[src/design/ubtrf_pkg.sv]
`default_nettype none
// ----------------------------------------------------------------------------
// ubtrf_pkg
// Shared types and constants of the buffered uart transmit/receive fifo unit.
// ----------------------------------------------------------------------------
package ubtrf_pkg;

  localparam int unsigned DEFAULT_FIFO_DEPTH = 16;
  localparam int unsigned BYTE_W = 8;
  localparam int unsigned OP_W = 2;

  // operation codes
  localparam logic [OP_W-1:0] OP_WRITE   = 2'd0;
  localparam logic [OP_W-1:0] OP_READ    = 2'd1;
  localparam logic [OP_W-1:0] OP_SERVICE = 2'd2;

  localparam logic [BYTE_W-1:0] BYTE_ZERO = 8'h00;

  typedef struct packed {
    logic [OP_W-1:0]   operation;
    logic [BYTE_W-1:0] data_in;
    logic              txe_flag;
    logic              rxne_flag;
  } in_t;

  typedef struct packed {
    logic              read_valid;
    logic [BYTE_W-1:0] read_data;
    logic              tx_valid;
    logic [BYTE_W-1:0] tx_data;
    logic              tx_irq_armed;
    logic              byte_dropped;
  } out_t;

  // request to one fifo store
  typedef struct packed {
    logic              push;
    logic              pop;
    logic [BYTE_W-1:0] wdata;
  } fifo_req_t;

  // fifo occupancy status
  typedef struct packed {
    logic empty;
    logic full;
  } fifo_stat_t;

endpackage
`default_nettype wire

[src/design/ubtrf_in_if.sv]
`default_nettype none
// ----------------------------------------------------------------------------
// ubtrf_in_if
// Request channel into the fifo unit: valid, ready and one request.
// ----------------------------------------------------------------------------
interface ubtrf_in_if;
  import ubtrf_pkg::*;

  logic valid;
  logic ready;
  in_t  payload;

  modport source (output valid, output payload, input ready);
  modport sink   (input valid, input payload, output ready);
endinterface
`default_nettype wire

[src/design/ubtrf_out_if.sv]
`default_nettype none
// ----------------------------------------------------------------------------
// ubtrf_out_if
// Result channel out of the fifo unit: valid, ready and one result.
// ----------------------------------------------------------------------------
interface ubtrf_out_if;
  import ubtrf_pkg::*;

  logic valid;
  logic ready;
  out_t payload;

  modport source (output valid, output payload, input ready);
  modport sink   (input valid, input payload, output ready);
endinterface
`default_nettype wire

[src/design/ubtrf_fifo.sv]
`default_nettype none
// ----------------------------------------------------------------------------
// ubtrf_fifo
// Byte fifo built on a synchronous memory with a registered read.
// ----------------------------------------------------------------------------
module ubtrf_fifo import ubtrf_pkg::*; #(
  parameter int unsigned DEPTH = DEFAULT_FIFO_DEPTH
) (
  input  wire logic              clk_i,
  input  wire logic              rst_ni,
  input  wire fifo_req_t         req_i,
  output      fifo_stat_t        stat_o,
  output      logic [BYTE_W-1:0] rdata_o
);

  localparam int unsigned PTR_W = $clog2(DEPTH);
  localparam int unsigned CNT_W = $clog2(DEPTH + 1);
  localparam logic [PTR_W-1:0] PTR_LAST = PTR_W'(DEPTH - 1);
  localparam logic [CNT_W-1:0] CNT_FULL = CNT_W'(DEPTH);

  logic [BYTE_W-1:0] mem [DEPTH];
  logic [BYTE_W-1:0] rdata_q;
  logic [PTR_W-1:0]  head_q, head_d;
  logic [PTR_W-1:0]  tail_q, tail_d;
  logic [CNT_W-1:0]  count_q, count_d;

  always_comb begin
    head_d  = head_q;
    tail_d  = tail_q;
    count_d = count_q;
    if (req_i.push) begin
      tail_d = (tail_q == PTR_LAST) ? '0 : tail_q + 1'b1;
    end
    if (req_i.pop) begin
      head_d = (head_q == PTR_LAST) ? '0 : head_q + 1'b1;
    end
    if (req_i.push && !req_i.pop) begin
      count_d = count_q + 1'b1;
    end else if (req_i.pop && !req_i.push) begin
      count_d = count_q - 1'b1;
    end
  end

  always_ff @(posedge clk_i or negedge rst_ni) begin
    if (!rst_ni) begin
      head_q  <= '0;
      tail_q  <= '0;
      count_q <= '0;
    end else begin
      head_q  <= head_d;
      tail_q  <= tail_d;
      count_q <= count_d;
    end
  end

  always_ff @(posedge clk_i) begin
    if (req_i.push) begin
      mem[tail_q] <= req_i.wdata;
    end
  end

  always_ff @(posedge clk_i) begin
    if (req_i.pop) begin
      rdata_q <= mem[head_q];
    end
  end

  assign rdata_o      = rdata_q;
  assign stat_o.empty = (count_q == '0);
  assign stat_o.full  = (count_q == CNT_FULL);

`ifndef SYNTHESIS
  a_no_push_when_full: assert property (@(posedge clk_i) disable iff (!rst_ni)
    stat_o.full && !req_i.pop |-> !req_i.push)
    else $error("push into full fifo");

  a_no_pop_when_empty: assert property (@(posedge clk_i) disable iff (!rst_ni)
    stat_o.empty |-> !req_i.pop)
    else $error("pop from empty fifo");

  a_count_moves: assert property (@(posedge clk_i) disable iff (!rst_ni)
    req_i.push && !req_i.pop |=> count_q == $past(count_q) + 1'b1)
    else $error("fifo count did not follow push");
`endif

endmodule
`default_nettype wire

[src/design/uart_buffered_tx_rx_fifo_unit.sv]
`default_nettype none
// ----------------------------------------------------------------------------
// uart_buffered_tx_rx_fifo_unit
// Buffered uart front end: a transmit fifo and a receive fifo serviced by
// software writes, software reads and interrupt service events.
//
// Channels: in_i carries one request (operation, data_in, txe_flag,
// rxne_flag); out_o returns exactly one result per request, in order.
// Each fifo lives in a synchronous memory with a registered read port.
// A request is decoded at acceptance: pointers, counts and the interrupt
// enable update and the memory write or read starts in that cycle. The
// read data is then held in the memory read register, and the result is
// loaded into the output register once the output register is free.
// One request is accepted per cycle while results are being taken.
// When out_o stalls, the output register holds its result and the middle
// stage holds the next one; in_i ready drops until the output drains.
// Reset clears pointers, counts, the interrupt enable and all valid flags;
// fifo memory contents are not cleared and are never read before written.
// ----------------------------------------------------------------------------
module uart_buffered_tx_rx_fifo_unit import ubtrf_pkg::*; #(
  parameter int unsigned FIFO_DEPTH = DEFAULT_FIFO_DEPTH
) (
  input  wire logic   clk_i,
  input  wire logic   rst_ni,
  ubtrf_in_if.sink    in_i,
  ubtrf_out_if.source out_o
);

  fifo_req_t  tx_req, rx_req;
  fifo_stat_t tx_stat, rx_stat;
  logic [BYTE_W-1:0] tx_rdata, rx_rdata;

  logic accept;
  logic s1_done;
  logic irq_q, irq_d;
  logic s1_valid_q, s1_valid_d;
  logic s1_rv_q, s1_rv_d;
  logic s1_tv_q, s1_tv_d;
  logic s1_irq_q;
  logic s1_drop_q, s1_drop_d;
  logic out_valid_q, out_valid_d;
  out_t out_q;

  assign s1_done    = !out_valid_q || out_o.ready;
  assign in_i.ready = !s1_valid_q || s1_done;
  assign accept     = in_i.valid && in_i.ready;

  always_comb begin
    tx_req    = '{push: 1'b0, pop: 1'b0, wdata: in_i.payload.data_in};
    rx_req    = '{push: 1'b0, pop: 1'b0, wdata: in_i.payload.data_in};
    irq_d     = irq_q;
    s1_rv_d   = 1'b0;
    s1_tv_d   = 1'b0;
    s1_drop_d = 1'b0;
    if (accept) begin
      unique case (in_i.payload.operation)
        OP_WRITE: begin
          tx_req.push = !tx_stat.full;
          s1_drop_d   = tx_stat.full;
          irq_d       = 1'b1;
        end
        OP_READ: begin
          rx_req.pop = !rx_stat.empty;
          s1_rv_d    = !rx_stat.empty;
        end
        OP_SERVICE: begin
          if (in_i.payload.txe_flag) begin
            if (!tx_stat.empty) begin
              tx_req.pop = 1'b1;
              s1_tv_d    = 1'b1;
            end else begin
              irq_d = 1'b0;
            end
          end
          if (in_i.payload.rxne_flag) begin
            rx_req.push = !rx_stat.full;
            s1_drop_d   = rx_stat.full;
          end
        end
        default: begin
          // unused code, nothing changes
        end
      endcase
    end
  end

  always_comb begin
    if (accept) begin
      s1_valid_d = 1'b1;
    end else if (s1_done) begin
      s1_valid_d = 1'b0;
    end else begin
      s1_valid_d = s1_valid_q;
    end
    if (s1_valid_q && s1_done) begin
      out_valid_d = 1'b1;
    end else if (out_o.ready) begin
      out_valid_d = 1'b0;
    end else begin
      out_valid_d = out_valid_q;
    end
  end

  always_ff @(posedge clk_i or negedge rst_ni) begin
    if (!rst_ni) begin
      irq_q       <= 1'b0;
      s1_valid_q  <= 1'b0;
      out_valid_q <= 1'b0;
    end else begin
      irq_q       <= irq_d;
      s1_valid_q  <= s1_valid_d;
      out_valid_q <= out_valid_d;
    end
  end

  always_ff @(posedge clk_i) begin
    if (accept) begin
      s1_rv_q   <= s1_rv_d;
      s1_tv_q   <= s1_tv_d;
      s1_irq_q  <= irq_d;
      s1_drop_q <= s1_drop_d;
    end
  end

  // read data is back from memory here
  always_ff @(posedge clk_i) begin
    if (s1_valid_q && s1_done) begin
      out_q.read_valid   <= s1_rv_q;
      out_q.read_data    <= s1_rv_q ? rx_rdata : BYTE_ZERO;
      out_q.tx_valid     <= s1_tv_q;
      out_q.tx_data      <= s1_tv_q ? tx_rdata : BYTE_ZERO;
      out_q.tx_irq_armed <= s1_irq_q;
      out_q.byte_dropped <= s1_drop_q;
    end
  end

  assign out_o.valid   = out_valid_q;
  assign out_o.payload = out_q;

  ubtrf_fifo #(.DEPTH(FIFO_DEPTH)) u_tx_fifo (
    .clk_i  (clk_i),
    .rst_ni (rst_ni),
    .req_i  (tx_req),
    .stat_o (tx_stat),
    .rdata_o(tx_rdata)
  );

  ubtrf_fifo #(.DEPTH(FIFO_DEPTH)) u_rx_fifo (
    .clk_i  (clk_i),
    .rst_ni (rst_ni),
    .req_i  (rx_req),
    .stat_o (rx_stat),
    .rdata_o(rx_rdata)
  );

`ifndef SYNTHESIS
  a_write_arms_irq: assert property (@(posedge clk_i) disable iff (!rst_ni)
    accept && in_i.payload.operation == OP_WRITE |=> irq_q)
    else $error("write request did not arm the interrupt enable");

  a_read_and_tx_exclusive: assert property (@(posedge clk_i) disable iff (!rst_ni)
    s1_valid_q |-> !(s1_rv_q && s1_tv_q))
    else $error("one request both read and transmitted");

  a_read_not_dropped: assert property (@(posedge clk_i) disable iff (!rst_ni)
    out_valid_q |-> !(out_q.read_valid && out_q.byte_dropped))
    else $error("read result flagged as dropped");

  a_stage_moves: assert property (@(posedge clk_i) disable iff (!rst_ni)
    s1_valid_q && s1_done |=> out_valid_q)
    else $error("middle stage lost its result");
`endif

endmodule
`default_nettype wire
[src/flat_wrapper.sv]
// flat-port wrapper written by rule: the top's interface ports become plain ports
module uart_buffered_tx_rx_fifo_unit_flat import ubtrf_pkg::*;
#(
  parameter int unsigned FIFO_DEPTH = DEFAULT_FIFO_DEPTH
)
  (clk_i, rst_ni, in_i_valid, in_i_payload, in_i_ready, out_o_valid, out_o_payload, out_o_ready);
  ubtrf_in_if in_i_i ();
  ubtrf_out_if out_o_i ();
  input  wire logic clk_i;
  input  wire logic rst_ni;
  input wire logic [$bits(in_i_i.valid)-1:0] in_i_valid;
  input wire logic [$bits(in_i_i.payload)-1:0] in_i_payload;
  output wire logic [$bits(in_i_i.ready)-1:0] in_i_ready;
  output wire logic [$bits(out_o_i.valid)-1:0] out_o_valid;
  output wire logic [$bits(out_o_i.payload)-1:0] out_o_payload;
  input wire logic [$bits(out_o_i.ready)-1:0] out_o_ready;
  assign in_i_i.valid = in_i_valid;
  assign in_i_i.payload = in_i_payload;
  assign in_i_ready = in_i_i.ready;
  assign out_o_valid = out_o_i.valid;
  assign out_o_payload = out_o_i.payload;
  assign out_o_i.ready = out_o_ready;
  uart_buffered_tx_rx_fifo_unit #(.FIFO_DEPTH(FIFO_DEPTH)) u_core (.clk_i(clk_i), .rst_ni(rst_ni), .in_i(in_i_i), .out_o(out_o_i));
endmodule
[config.mk]
export PLATFORM = sky130hd
export DESIGN_NAME = uart_buffered_tx_rx_fifo_unit_flat
export DESIGN_NICKNAME = d
export VERILOG_FILES = /design/src/design/ubtrf_pkg.sv /design/src/design/ubtrf_in_if.sv /design/src/design/ubtrf_out_if.sv /design/src/design/ubtrf_fifo.sv /design/src/design/uart_buffered_tx_rx_fifo_unit.sv /design/src/flat_wrapper.sv
export SDC_FILE = /design/constraint.sdc
export NUM_CORES = 1
export LEC_CHECK = 0
export ABC_AREA = 1
export BUFFER_PORTS_ARGS = -buffer_cell sky130_fd_sc_hd__buf_2
export CORE_UTILIZATION = 65
export CTS_BUF_LIST = sky130_fd_sc_hd__clkbuf_16
export DETAILED_ROUTE_END_ITERATION = 7
export PLACE_DENSITY_LB_ADDON = 0.05
export SLEW_MARGIN = 10
export SYNTH_ARGS = -nofsm -noshare
export SYNTH_HDL_FRONTEND = slang
export SYNTH_SLANG_ARGS = --single-unit
[constraint.sdc]
create_clock -name clk_i -period 4.6 [get_ports clk_i]
set_input_delay 0.46 -clock clk_i [delete_from_list [all_inputs] [get_ports clk_i]]
set_output_delay 0.46 -clock clk_i [all_outputs]
set_load 0.05 [all_outputs]
== Word level (Yosys, flattened, before mapping) ==
Memory sizes are Yosys's and may differ from the RTL's. A register that Yosys moved wholly into a read port is not among the register bits.
Cells that the tools add are included.
Word-level totals
  bits in registers: 53
  bits in latches: 0
  memory bits (writable): 256
  ROM bits: 0
  word-level logic and storage cells: 92
  memories: 2
Operators by class
  add/sub/neg operators: 8
  multiply operators: 0
  div/mod/pow operators: 0
  $lt $le $gt $ge: 0
  eq/ne operators: 8
  shift-type cells: 0
  mux-type cells: 31
  bitwise logic cells: 0
  reductions and logical operators: 24
Memories
  u_core.u_rx_fifo.mem: words 16, bits a word 8, rd ports 1, clocked after Yosys merged registers in 1, wr ports 1, RTL line ubtrf_fifo.sv:21  | logic [BYTE_W-1:0] mem [DEPTH];
  u_core.u_tx_fifo.mem: words 16, bits a word 8, rd ports 1, clocked after Yosys merged registers in 1, wr ports 1, RTL line ubtrf_fifo.sv:21
Operators with widths (count)
  5-bit 2-to-1 mux: 4
  1-bit 2-to-1 mux: 19
  4-bit by 1-bit adder with 4-bit output, second input constant: 4
  4-bit equality test, second input constant: 4
  4-bit 2-to-1 mux: 4
  5-bit by 1-bit adder with 5-bit output, second input constant: 2
  5-bit equality test, second input constant: 2
  5-bit logical NOT: 2
  5-bit by 1-bit subtractor with 5-bit output, second input constant: 2
  1-bit logical NOT: 9
  2-bit nonzero test: 4
  1-bit logical AND: 6
  2-bit 2-to-1 mux: 2
  1-bit case mux with 2 select lines: 2
  2-bit by 1-bit equality test with 1-bit output, second input constant: 1
  2-bit equality test, second input constant: 1
  2-bit logical NOT: 1
  1-bit logical OR: 2

== Longest topological paths before layout ==
  word-level depth: 9
  mapped depth: 15
  mapped depth without buffers: 15

== Modules after synthesis ==
From an unflattened synthesis, not the netlist that was laid out.
Second synthesis, totals
  cells, all modules: 1445
  area total of the unflattened synthesis: 14506.4 sq um
By module, submodules not included
  ubtrf_fifo at u_core.u_rx_fifo: times used 1, cells each 675, area each 6705.2 sq um
  ubtrf_fifo at u_core.u_tx_fifo: times used 1, cells each 675, area each 6701.4 sq um
  uart_buffered_tx_rx_fifo_unit: times used 1, cells each 95, area each 1099.8 sq um

== Least setup slack after synthesis ==
Ideal clock, no wire load.
  path kind: reg-to-reg
  start point: register u_core.out_valid_q, in the netlist u_core.out_o.valid
  end point: register u_core.u_tx_fifo.count_q[4]
  data arrival time: 2.580 ns
  path slack: 1.904 ns
  stages on the path, launching flop included: 14
  buffers on the path: 0
  period minus slack after synthesis: 2.696 ns
  path through: dfrtp_1 -> nand3_2 -> nand2_2 -> inv_2 -> nand3_2 -> ha_1 -> inv_1 -> fa_1 -> nand3_1 -> nand2_1 -> o21ai_0 -> nand2_1 -> nand2_1 -> nand2_1
Between the ends
  cells in the longest elaborated chain, start to end: 8
Ends and longest elaborated chain
  start, declared: RTL line uart_buffered_tx_rx_fifo_unit.sv:41  | logic out_valid_q, out_valid_d;
  start signal, assigned: RTL line uart_buffered_tx_rx_fifo_unit.sv:112  | out_valid_q <= out_valid_d;
  1-bit logical NOT (*): RTL line uart_buffered_tx_rx_fifo_unit.sv:44  | assign s1_done = !out_valid_q || out_o.ready;
  1-bit logical OR (*): RTL line uart_buffered_tx_rx_fifo_unit.sv:44
  1-bit logical OR (*): RTL line uart_buffered_tx_rx_fifo_unit.sv:45  | assign in_i.ready = !s1_valid_q || s1_done;
  net in_i_ready: RTL line flat_wrapper.sv:13  | output wire logic [$bits(in_i_i.ready)-1:0] in_i_ready;
  1-bit logical AND (*): RTL line uart_buffered_tx_rx_fifo_unit.sv:46  | assign accept = in_i.valid && in_i.ready;
  net u_core.accept: RTL line uart_buffered_tx_rx_fifo_unit.sv:33  | logic accept;
  2-bit 2-to-1 mux (*): RTL line uart_buffered_tx_rx_fifo_unit.sv:55  | if (accept) begin
  1-bit logical NOT, on equally long branches: RTL line ubtrf_fifo.sv:37, ubtrf_fifo.sv:39
  1-bit logical AND, on equally long branches: RTL line ubtrf_fifo.sv:37, ubtrf_fifo.sv:39
  5-bit 2-to-1 mux / 2-bit nonzero test (equally long branches)
  end signal, assigned: RTL line ubtrf_fifo.sv:52  | count_q <= count_d;
  end, declared: RTL line ubtrf_fifo.sv:25  | logic [CNT_W-1:0] count_q, count_d;
Mark *: on every way through the listed nets, which the timed path passes. The rest lies on a longest branch.
A chain may end at the register's enable or synchronous reset.

==> run_results.csv <==
group,metric,value,unit
global_routing,grt_pass1_vias,8357,
placement,place.gp.congestion,0.897,
cts,hold_buffers,0,
global_routing,antenna_found_initial,1,
floorplan,die_y,149,um
hold_path,hold_class,"primary input to async pin",
global_routing,grt_pass1_wl,46700,um
final_layout,seq_area,9620,um2
cts,cts_root_buffer,"clkbuf_16",
final_layout,final_common_cell,"nand2_1",
logic_synthesis,synth_compound_area_share,3.10,%
floorplan,num_io_pins,38,
placement,io_buffers,37,
detailed_routing,drt_iter0_markers,1169,
power,p_leak,6.48,nW
cts,clk_path_buf_depth,3,
floorplan,dieArea,22200,um2
final_layout,fillers,1478,
sta,finalWorstSetupSlack,1560,ps
worst_setup_path,critPathKind,"register to register",
logic_synthesis,avgSynthCellArea,10.6,um2
final_layout,final_nets,1390,
floorplan,placementRows,53,
worst_setup_path,r2r-start,"u_core.u_rx_fifo.count_q[0]",
job,maxCapViolCount,0,
logic_synthesis,synthCells,1327,
sta,timing.slew.headroom,25.9,%
sta,fin_crit,3040,ps
worst_setup_path,crit_required,4990,ps
global_routing,overflow,0,
sta,finalSetupViolations,0,
logic_synthesis,synthAdderAreaFrac,1.89,%
placement,dpl.cell_count,1593,
sta,finClkSkew,16.4,ps
worst_setup_path,crit_path_start,"u_core.u_rx_fifo.count_q[0]",
floorplan,die_w,149,um
power,ir_worst_vdd,0.418,mV
logic_synthesis,synthMuxAreaShare,0,%
global_routing,grt_max_degree,84,
worst_setup_path,worst-path-max-fanout,23,
detailed_routing,wl_per_cell,18.1,um
detailed_routing,drc,0,
logic_synthesis,ys.warnings.count,0,
cts,cts_tree,"done",
power,power_density,551,nW/um2
global_routing,grt_usage,28.4,%
placement,dp_slack,1430,ps
sta,tns,0,ps
logic_synthesis,ys_seq_area_share,68.3,%
sta,period_share,66.0,%
final_layout,post_route_cells_drive_above_1_share,7.75,%
run_status,status,"complete, no violations",
detailed_routing,viasPerCell,5.51,
cts,htreeDepth,2,
sta,holdWs,10.2,ps
floorplan,start_util,66.7,%
cts,cts_setup_buffers,0,
logic_synthesis,syn-num-nets,1363,
logic_synthesis,synth_cell_type_count,30,
sta,max_freq,329,MHz
final_layout,syn2layout_area_growth,10.1,%
logic_synthesis,synth_top_family_by_area,"simple AND/OR/NAND/NOR gates",
cts,cts-buffers-inserted,34,
cts,clk_pin_slew,60,ps
worst_setup_path,critical_path_arrival,3420,ps
floorplan,coreArea,21100,um2
final_layout,antennaDiodeCount,0,
logic_synthesis,synth-simple-area-share,19.0,%
detailed_routing,totalWireLength,30000,um
worst_setup_path,cp-end-kind,"register",
detailed_routing,drt-pass1-iter-count,5,
cts,cts_resized,0,
worst_setup_path,start_kind,"register",
sta,rsz0062_at_grt,"no",
logic_synthesis,synth-seq-cells,325,
cts,cts_sinks,325,
final_layout,multi_input_area,3440,um2
logic_synthesis,synth_area,14100,um2
sta,slew_viol_final,0,
cts,clk_latency,510,ps
placement,dpl.hpwl,18000,um
final_layout,final_cells,1655,
sta,hold_violations,0,
logic_synthesis,synthXorXnorAreaFrac,0.498,%
final_layout,mostFrequentLayoutCells,"406 x nand2_1, 296 x edfxtp_1, 197 x inv_1",
sta,worst_slew_pin_slew,1110,ps
detailed_routing,ant_nets,0,
detailed_routing,via_count,9111,
[synthesized netlist by cell type (all sizes together)]
| cell type | number | share of area [%] |
|---|---|---|
| o22ai | 1 | 0.045 |
| o21ai | 35 | 1.2 |
| clkinv | 2 | 0.053 |
| edfxtp | 296 | 63 |
| nand4 | 6 | 0.27 |
| fa | 2 | 0.28 |
| ha | 18 | 1.6 |
| nand3 | 131 | 4.8 |
| nand2 | 407 | 11 |
| dfrtp | 29 | 5.2 |
| o211ai | 16 | 0.85 |
| nor2 | 88 | 2.5 |
| buf | 37 | 1.6 |
| and3 | 1 | 0.045 |
| xnor2 | 6 | 0.37 |
| a21oi | 26 | 0.95 |
| nor3 | 15 | 0.53 |
| inv | 195 | 5.2 |
| clkbuf | 14 | 0.37 |
| xor2 | 2 | 0.12 |
[power by group]
group | internal, W | switching [W]
logic | 0.000628 | 0.00159
registers | 0.00345 | 0.000156
clock network | 0.00162 | 0.00109
total | 0.00569 | 0.00284
[layer usage]
metal,share of wire [%],vias to the layer above,wire length (um),GRT usage [%]
met2,44,409,13100,41.6
met5,0,-,0,0
met4,2.0,0,594,6.94
met1,45,4258,13400,45.0
met3,9.9,49,2960,4.50
li1,-,4395,-,-
[path summary, 6_finish.rpt]
| path | end | slack (ps) | cells past startpoint |
|---|---|---|---|
| setup reg to reg | u_core.u_rx_fifo.count_q[4] | 1560 | 13 |
| max in group asynchronous | u_core.u_tx_fifo.head_q[0] | 4070 | 1 |
| hold / removal | u_core.u_rx_fifo.tail_q[0] | 10 | 1 |
| min in group clk_i | u_core.out_o.valid | 260 | 4 |
| hold reg to reg | u_core.out_o.payload[1] | 420 | 0 |
| setup / recovery | u_core.u_rx_fifo.count_q[4] | 1560 | 13 |
[flip-flops by register name, indices dropped and copies added (netlist names), 5 cells and up]
signal	flops
u_core.u_rx_fifo.mem	128
u_core.u_tx_fifo.mem	128
u_core.out_o.payload	20
u_core.u_rx_fifo.rdata_o	8
u_core.u_tx_fifo.rdata_o	8
u_core.u_rx_fifo.count_q	5
u_core.u_tx_fifo.count_q	5
[worst max-delay path, stage by stage, from the launching register on]
cell and delay [ps]:
dfrtp_1 430, nor2_1 200, nand4_1 150, nand2_1 740
inv_1 200, ha_1 260, inv_1 150, ha_1 300
a21oi_1 180, nand2_1 70, o21ai_0 70, nand2_1 70
nand2_1 60, nand2_1 40
[final cells by class]
type | count | area share [%]
sequential | 325 | 62.1
multi-input combinational | 754 | 22.2
clock buffer | 37 | 5.98
inverter | 197 | 4.78
tap | 275 | 2.22
timing repair buffer | 42 | 1.44
clock inverter | 25 | 1.23
[stage by stage]
| step | power [W] | util [%] | area, um2 |
|---|---|---|---|
| 5_1_grt | 0.00895 | 73.4 | 15500 |
| 4_1_cts | 0.00852 | 73.4 | 15500 |
| 3_5_place_dp | 0.00584 | 68.1 | 14400 |
| 6_report | 0.00853 | 73.4 | 15500 |
| 3_3_place_gp | 0.00579 | 68.1 | 14400 |
| 2_1_floorplan | 0.00528 | - | 14100 |
[cell families after synthesis]
logic type	count (synthesis)
buffers and inverters	248
AOI/OAI and AO/OA	78
adders and majority gates	20
DFF	325
xor gates and xnor gates	8
and+or+nand+nor	648
Power figures use the tool's default switching activity.
